## src/rtl/lom_ram.sv

```systemverilog
module lom_ram #(
    parameter int WIDTH = 8,
    parameter int DEPTH = 16
) (
    input  logic                     i_clk,
    input  logic                     i_we,
    input  logic [$clog2(DEPTH)-1:0] i_waddr,
    input  logic [WIDTH-1:0]         i_wdata,
    input  logic [$clog2(DEPTH)-1:0] i_raddr,
    output logic [WIDTH-1:0]         o_rdata
);

    logic [WIDTH-1:0] r_mem [DEPTH];
    logic [WIDTH-1:0] r_rdata;

    // write one word, read one word registered
    always_ff @(posedge i_clk) begin
        if (i_we) begin
            r_mem[i_waddr] <= i_wdata;
        end
        r_rdata <= r_mem[i_raddr];
    end

    assign o_rdata = r_rdata;

endmodule

```

## config.mk

```make
export PLATFORM = sky130hd
export DESIGN_NAME = lom_ram
export DESIGN_NICKNAME = d
export VERILOG_FILES = /design/src/rtl/lom_ram.sv
export SDC_FILE = /design/constraint.sdc
export NUM_CORES = 1
export LEC_CHECK = 0
export BUFFER_PORTS_ARGS = -buffer_cell sky130_fd_sc_hd__buf_2
export CAP_MARGIN = 20
export CORE_MARGIN = 1
export CORE_UTILIZATION = 54
export CTS_CLUSTER_SIZE = 12
export DETAILED_ROUTE_END_ITERATION = 8
export PLACE_DENSITY = 0.74
export SYNTH_ARGS = -nofsm -noshare
export SYNTH_HDL_FRONTEND = slang
export SYNTH_SLANG_ARGS = --single-unit
```

## constraint.sdc

```tcl
create_clock -name i_clk -period 1.7 [get_ports i_clk]
set_input_delay 0.34 -clock i_clk [delete_from_list [all_inputs] [get_ports i_clk]]
set_output_delay 0.34 -clock i_clk [all_outputs]
set_load 0.01 [all_outputs]
```

Word-level counts from Yosys, hierarchy flattened
Memory sizes are Yosys's and may differ from the RTL's. A register that Yosys moved wholly into a read port is not among the register bits. Cells that the tools add are included.

Multiplexer cells: 2.

Operators by type and width (number): $mux 1 (2).

Register bits after elaboration: 0. Bits in writable memories: 128. Input port bits: 18. Output and inout bits: 8. Logic and storage cells: 3. Memories kept: 1.

Memory list: r_mem (depth 16, width 8, read ports 1, clocked after Yosys merged registers in 1, write ports 1, line 13) `logic [WIDTH-1:0] r_mem [DEPTH];`.

Depth between registers and ports, before layout
Gate-level depths: netlist (run 1).

Depth in word-level cells: 2. Mapped depth: 5. Gate-level depth less buffers: 3.

Least setup slack after synthesis (run 1)
Ideal clock, no wire load.

Path kind: input-to-reg. From: input port i_waddr[2]. To: memory r_mem[0][0], enable pin. Setup time: 0.383 ns. Data arrival time: 1.450 ns. Data required time: 1.317 ns. Setup slack: -0.133 ns. Stages on the path: 2. Path buffers: 0. Cells stage by stage: or3b_2 -> nor3_1.

RTL lines: start, declared (line 7) `input logic [$clog2(DEPTH)-1:0] i_waddr,`; end, declared (line 13).

Straight into the memory's write port.

==> results of run 1 <==
cells in the final DEF, fill, tap and decap left out, types with 2 or more instances in the layout:
cell and count:
mux4_1 14, dfxtp_1 8, buf_2 25, clkinv_2 3, nor2_1 13, clkbuf_1 5, buf_4 28, mux4_2 18
clkbuf_8 2, bufinv_16 2, clkinvlp_4 3, clkbuf_16 16, nor3_1 3, nand2b_1 2, nand2_1 9, nand3b_1 2
a22oi_1 16, edfxtp_1 128, buf_12 4
registers in the layout, indices dropped and copies added (netlist names):
register / flops
o_rdata: 8
r_mem: 128
metrics by stage:
step | setup TNS, ps | worst slack, ps | std cells | total power, mW | cell area (sq um)
floorplan | 0 | 93.9 | 229 | 4.04 | 5150
global placement | -248 | -76.3 | 405 | 4.20 | 5640
detailed placement | -293 | -119 | 405 | 4.22 | 5640
CTS | 0 | 312 | 437 | 7.52 | 6190
global route | 0 | 256 | 437 | 7.69 | 6190
finish | 0 | 326 | 437 | 7.49 | 6190
path summary, 6_finish.rpt:
check	start	endpoint	slack, ps	cells past startpoint
worst max-delay path	r_mem[0][5]$_DFFE_PP_	o_rdata[5]$_DFF_P_	330	3
worst min-delay path	i_wdata[3]	r_mem[1][3]$_DFFE_PP_	220	1
worst max register to register	r_mem[0][5]$_DFFE_PP_	o_rdata[5]$_DFF_P_	330	3
worst min register to register	r_mem[8][2]$_DFFE_PP_	o_rdata[2]$_DFF_P_	680	3
cell type report:
cell class	count	area, sq um	area share [%]
sequential	136	4000	64.7
clock buffer	23	447	7.22
timing repair buffer	57	415	6.71
multi-input combinational	83	1060	17.2
clock inverter	9	101	1.64
tap	129	161	2.61
layer usage:
layer	up-vias	GRT usage, %
li1	1106	-
met1	1284	27.3
met2	85	35.5
met3	12	5.27
met4	0	7.13
met5	-	0
cell families (layout without fill, tap and decap cells):
logic type	after synthesis	count (layout)	share of synthesized area [%]
buffers and inverters	10	89	1.68
AO/OA/AOI/OAI	16	16	2.33
flip-flops	136	136	77.8
AND/OR/NAND/NOR	35	35	3.18
multiplexers	32	32	15.0
power by group through the flow:
stage / registers [mW] / clock network, mW / logic (mW)
global placement: 3.84 / 0 / 0.365
detailed placement: 3.84 / 0 / 0.376
finish: 3.77 / 3.34 / 0.374
global route: 3.78 / 3.51 / 0.404
floorplan: 3.84 / 0 / 0.191
CTS: 3.77 / 3.37 / 0.378
cell usage after synthesis, types with 2 or more instances:
library cell and count:
nor2_1 13, nand2_1 9, dfxtp_1 8, nand3b_1 2, mux4_2 18, nand2b_1 2, mux4_1 14, edfxtp_1 128
clkdlybuf4s25_2 3, a22oi_1 16, buf_6 3, nor3_1 4, buf_2 3
==> summary.txt, run 1 <==
Run status
  – Outcome: complete, no violations

Floorplanning
  – Starting Density: 55.7%
  – Die outline width: 99.6 um
  – # rows: 35
  – Die ar.: 9930 sq um
  – Top Ports: 26
  – Core Box Area: 9240 sq um
  – Die Height: 99.6 um

Clock network
  – CTS Hold Bufs: 0
  – CTS Root Cell: clkbuf_8
  – Setup bufs post-CTS: 0
  – CTS tree: yes
  – Worst-case clock buffer depth: 2
  – Skew-Pair Late Insertion Delay: 500 ps
  – TritonCTS buffer count: 17
  – Clock-pin slew on the worst setup and hold paths: 60 ps
  – Sink Count: 136
  – # resized after CTS: 0
  – H-tree depth: 4

Power and ir drop
  – Pleak: 2.14 nW
  – Seq pwr share: 50.4%
  – Comb power frac: 5.0%
  – VDD IR max: 0.755 mV
  – Clock power share: 44.6%
  – Internal: 6.03 mW
  – Cell Pwr Density: 1210 nW/um^2
  – Sw power: 1.46 mW
  – Sw frac: 19.5%

Timing
  – Final hold viol count: 0
  – Final setup viols: 0
  – Final worst path period share: 80.8%
  – Min Tclk post-route: 1370 ps
  – Fmax: 0.728 GHz
  – Max Clock Skew: 5.93 ps
  – Worst-Margin Slew: 370 ps
  – Final hold slack: 224 ps
  – Slew margin rel.: 75.3%
  – RSZ-0062 raised after global routing: false
  – Slew Viols, Final: 0

GRT
  – Pin count of the biggest net entering global routing: 33
  – Initial antenna violation count: 0
  – First-pass GRT wire length: 14.4 mm
  – Vias in the first global route: 2613
  – Gr usage total: 21.1%
  – GR Overflow Total: 0

Setup path
  – Crit path DAT: 1760 ps
  – CP Cell Sequence: mux4_1 -> a22oi_1 -> nand2_1
  – Worst path bufs/invs: 0
  – Slowest stage cell on the critical path: mux4_1
  – Req. time, crit path: 2090 ps
  – Setup CP Type: reg2reg
  – Delay-heaviest family, CP: multiplexers
  – CP startpoint kind: register
  – Max stage delay on crit path: 510 ps
  – Setup crit end kind: register
  – CP Max Fanout: 1

Synthesis
  – Top-area cell type share of the netlist area: 74.7%
  – Top_reg_cell synth: edfxtp_1
  – Synth Cell Area: 5150 sq um
  – Number of synthesized register bits: 136
  – Post-synth cell types: 19
  – Synth area leader: edfxtp_1
  – Syn_area_per_cell: 22.5 sq um
  – Top cells by area, synth: edfxtp_1, mux4_2, mux4_1
  – Syn_nets: 247
  – Ys Warns: 0
  – Sequential area share after synthesis: 77.8%
  – Number of flops mapped to enable cells by yosys: 128
  – Gate count of the mapped netlist: 229
  – Asr flop ratio synth: 0%

Drt
  – Final ANT Viol Nets: 0
  – Vias/cell: 5.69
  – WL per Instance: 21.3 um
  – Metal2 WL: 4.86 mm
  – Vias after detailed routing: 2487
  – 1st-pass router iterations: 4
  – DR WL met3: 514 um
  – Wl on met1: 3.85 mm
  – Final wirelength: 9.33 mm
  – Top layer in use: met4
  – Drt drc: 0
  – DRC marker count from the first detailed-route iteration: 169

Final layout
  – Ant diodes: 0
  – Final nets: 313
  – Area growth from synthesis to layout: 20.3%
  – Final Util: 67.0%
  – # fillers: 582
  – Proportion of layout cells with a drive suffix above 1: 33.4%

Placed design
  – Routability cong.: 0.713
  – DPL Wire Length: 6.10 mm
  – IO Port Bufs: 25

Worst hold path
  – HP Class: in2reg

Run
  – Maximum Capacitance Violations: 0
Power figures use the tool's default switching activity.
==> run 2, diff against run 1 <==
--- a/config.mk
+++ b/config.mk
@@ -8,10 +8,10 @@
 export BUFFER_PORTS_ARGS = -buffer_cell sky130_fd_sc_hd__buf_2
 export CAP_MARGIN = 20
 export CORE_MARGIN = 1
-export CORE_UTILIZATION = 54
+export CORE_UTILIZATION = 60
 export CTS_CLUSTER_SIZE = 12
 export DETAILED_ROUTE_END_ITERATION = 8
-export PLACE_DENSITY = 0.74
+export PLACE_DENSITY = 0.78
 export SYNTH_ARGS = -nofsm -noshare
 export SYNTH_HDL_FRONTEND = slang
 export SYNTH_SLANG_ARGS = --single-unit
==> constraint.sdc (replaced) <==
create_clock -name i_clk -period 1.3 [get_ports i_clk]
set_input_delay 0.26 -clock i_clk [delete_from_list [all_inputs] [get_ports i_clk]]
set_output_delay 0.26 -clock i_clk [all_outputs]
set_load 0.01 [all_outputs]
==> run 2 against run 1 <==
Net effect:
- the flow now finishes with violations (setup timing)
- die area fell by 9.8%
- sequential power increased by 31%
- fmax is 3.7% higher
- cell area increased by 2.0%
- critical path type unchanged
==> summary.txt, run 2 (synthesized netlist as in run 1, its figures left out) <==
Clock network
  – CTS Hold Bufs: 0 (unchanged)
  – Sink Count: 136 (unchanged)
  – Worst-case clock buffer depth: 2 (unchanged)
  – Setup bufs post-CTS: 0 (unchanged)
  – TritonCTS buffer count: 17 (unchanged)
  – CTS tree: yes (unchanged)
  – CTS Root Cell: clkbuf_8 (unchanged)
  – Clock-pin slew on the worst setup and hold paths: 60 ps (about the same)
  – H-tree depth: 4 (unchanged)
  – Skew-Pair Late Insertion Delay: 510 ps (was 500 ps)

Floorplanning
  – Core Box Area: 8260 sq um (was 9240 sq um)
  – Starting Density: 62.3% (was 55.7%)
  – # rows: 33 (was 35)
  – Die outline width: 94.6 um (was 99.6 um)
  – Die Height: 94.6 um (was 99.6 um)
  – Top Ports: 26 (unchanged)
  – Die ar.: 8950 sq um (was 9930 sq um)

Timing
  – Final worst path period share: 102% (was 80.8%)
  – RSZ-0062 raised after global routing: true (was false)
  – Fmax: 0.755 GHz (was 0.728 GHz)
  – Slew Viols, Final: 0 (unchanged)
  – Final hold viol count: 0 (unchanged)
  – Final setup viols: 2 (was 0)
  – Slew margin rel.: 37.9% (was 75.3%)
  – Min Tclk post-route: 1320 ps (was 1370 ps)
  – Worst setup margin: -24.5 ps (was 326 ps)
  – Worst-Margin Slew: 930 ps (was 370 ps)
  – Max Clock Skew: 10.3 ps (was 5.93 ps)

Setup path
  – CP startpoint kind: register (unchanged)
  – Critical Path Start: r_mem[10][5]$_DFFE_PP_ (was r_mem[0][5]$_DFFE_PP_)
  – Setup crit end kind: register (unchanged)
  – Max stage delay on crit path: 500 ps (was 510 ps)
  – Worst R2R Setup Slack: -20 ps (was 330 ps)
  – Worst flop-to-flop path startpoint: r_mem[10][5]$_DFFE_PP_ (was r_mem[0][5]$_DFFE_PP_)
  – CP Cell Sequence: mux4_2 -> a22oi_2 -> nand2_1 (was mux4_1 -> a22oi_1 -> nand2_1)
  – Delay-heaviest family, CP: multiplexers (unchanged)
  – Worst path depth: 3 (unchanged)
  – Setup CP Type: reg2reg (unchanged)
  – CP Capture Point: o_rdata[5]$_DFF_P_ (unchanged)
  – Worst path bufs/invs: 0 (unchanged)
  – Slowest stage cell on the critical path: mux4_2 (was mux4_1)
  – Reg2Reg Capture Point: o_rdata[5]$_DFF_P_ (unchanged)
  – CP Max Fanout: 1 (unchanged)
  – Crit path DAT: 1720 ps (was 1760 ps)
  – Req. time, crit path: 1690 ps (was 2090 ps)
  – Reg2Reg Depth: 3 (unchanged)

Final layout
  – Commonest non-fill, non-tap cell in the layout: edfxtp_1 (unchanged)
  – Cell area after layout: 6310 sq um (was 6190 sq um)
  – Ant diodes: 0 (unchanged)
  – # fillers: 450 (was 582)
  – Multi-input gate area: 1080 sq um (was 1060 sq um)
  – Proportion of layout cells with a drive suffix above 1: 42.3% (was 33.4%)
  – Final nets: 310 (was 313)
  – Non-Filler Instances: 410 (was 437)
  – Sequential Area: 4010 sq um (was 4000 sq um)
  – Max FFs per register: 128 (unchanged)
  – Top reg by flops: r_mem (unchanged)
  – Area growth from synthesis to layout: 22.7% (was 20.3%)
  – Most frequent cells in the layout: edfxtp_1, mux4_2, buf_2, buf_4, clkbuf_16 (was edfxtp_1, buf_4, buf_2, mux4_2)

Power and ir drop
  – Pwr Total: 10.6 mW (was 7.49 mW)
  – Clock power share: 48.4% (was 44.6%)
  – Pleak: 2.15 nW (was 2.14 nW)
  – Internal: 8.61 mW (was 6.03 mW)
  – Cell Pwr Density: 1680 nW/um^2 (was 1210 nW/um^2)
  – Sw frac: 19.0% (was 19.5%)
  – Comb power frac: 5.0% (about the same)
  – Sw power: 2.02 mW (was 1.46 mW)
  – VDD IR max: 1.36 mV (was 0.755 mV)
  – Seq pwr share: 46.5% (was 50.4%)

GRT
  – Vias in the first global route: 2697 (was 2613)
  – GR Overflow Total: 0 (unchanged)
  – Pin count of the biggest net entering global routing: 22 (was 33)
  – Initial antenna violation count: 0 (unchanged)
  – Gr usage total: 27.5% (was 21.1%)
  – First-pass GRT wire length: 16.0 mm (was 14.4 mm)

Drt
  – Drt drc: 0 (unchanged)
  – Vias/cell: 6.37 (was 5.69)
  – Vias after detailed routing: 2610 (was 2487)
  – DRC marker count from the first detailed-route iteration: 232 (was 169)
  – Final ANT Viol Nets: 0 (unchanged)
  – Final wirelength: 10.8 mm (was 9.33 mm)
  – 1st-pass router iterations: 5 (was 4)
  – WL per Instance: 26.2 um (was 21.3 um)

Worst hold path
  – Hold Path Origin: i_wdata[6] (was i_wdata[3])
  – HP Class: in2reg (unchanged)

Run status
  – Failing checks: setup timing
  – Outcome: complete, but fails checks (was complete, no violations)

Placed design
  – Placed inst area: 5630 sq um (was 5640 sq um)
  – DPL Wire Length: 6.17 mm (was 6.10 mm)
  – Dpl cells: 378 (was 405)
  – Routability cong.: 0.773 (was 0.713)
  – IO Port Bufs: 25 (unchanged)
  – Pre-CTS worst setup slack: -372 ps (was -119 ps)

Run
  – Maximum Capacitance Violations: 0 (unchanged)
==> run 2: cell count changes in the layout (fill, tap and decap cells not counted), moves of 3 or more <==
cell       before  now
buf_12          4    8
bufinv_16       2    5
a22oi_1        16    9
a22oi_2         0    7
mux4_1         14    2
nor2_2          0    3
nor2_1         13   10
mux4_2         18   30
nor3_1          3    0
buf_4          28   21
==> run 2: per-layer routing <==
metal / wire, um / vias up / track usage, %
li1: - / 1086 / -
met1: 4110 / 1343 / 35.1
met2: 5460 / 159 / 43.1
met3: 876 / 22 / 8.78
met4: 303 / 0 / 13.4
met5: 0 / - / 0
==> run 2: through the flow <==
step	setup TNS [ps]	utilization (%)	hold slack, ps
6_report	-38.2	76.5	133
5_1_grt	-207	76.5	121
4_1_cts	-101	76.1	118
3_5_place_dp	-12190	68.2	651
3_3_place_gp	-10460	68.2	646
2_1_floorplan	-690	-	359
==> run 2: how the worst min path moves through the flow <==
stage / end / slack (ps) / depth (start not counted)
finish: r_mem[2][6]$_DFFE_PP_ / 130 / 1
global route: r_mem[7][2]$_DFFE_PP_ / 120 / 1
CTS: r_mem[7][2]$_DFFE_PP_ / 120 / 1
detailed placement: o_rdata[3] / 650 / 1
global placement: r_mem[1][0]$_DFFE_PP_ / 650 / 1
floorplan: r_mem[0][0]$_DFFE_PP_ / 360 / 0
==> run 2: cell type report <==
| cell class | instances | area share [%] |
|---|---|---|
| Multi-Input combinational cell | 83 | 17.2 |
| Timing Repair Buffer | 54 | 7.21 |
| Clock inverter | 8 | 2.66 |
| Clock buffer | 24 | 7.45 |
| Sequential cell | 136 | 63.4 |
| Tap cell | 105 | 2.08 |
==> run 2: power groups by stage <==
stage	logic, mW	registers (mW)	clock network, mW
final	0.536	4.95	5.15
after global routing	0.577	4.95	5.37
after CTS	0.531	4.95	5.18
after detailed placement	0.512	5.03	0
after global placement	0.497	5.02	0
after floorplan	0.274	5.03	0
==> run 2: timing repair <==
action,in CTS,in global routing
pin swaps,0,2
setup endpoints to repair,9,8
gates resized for setup,6,6
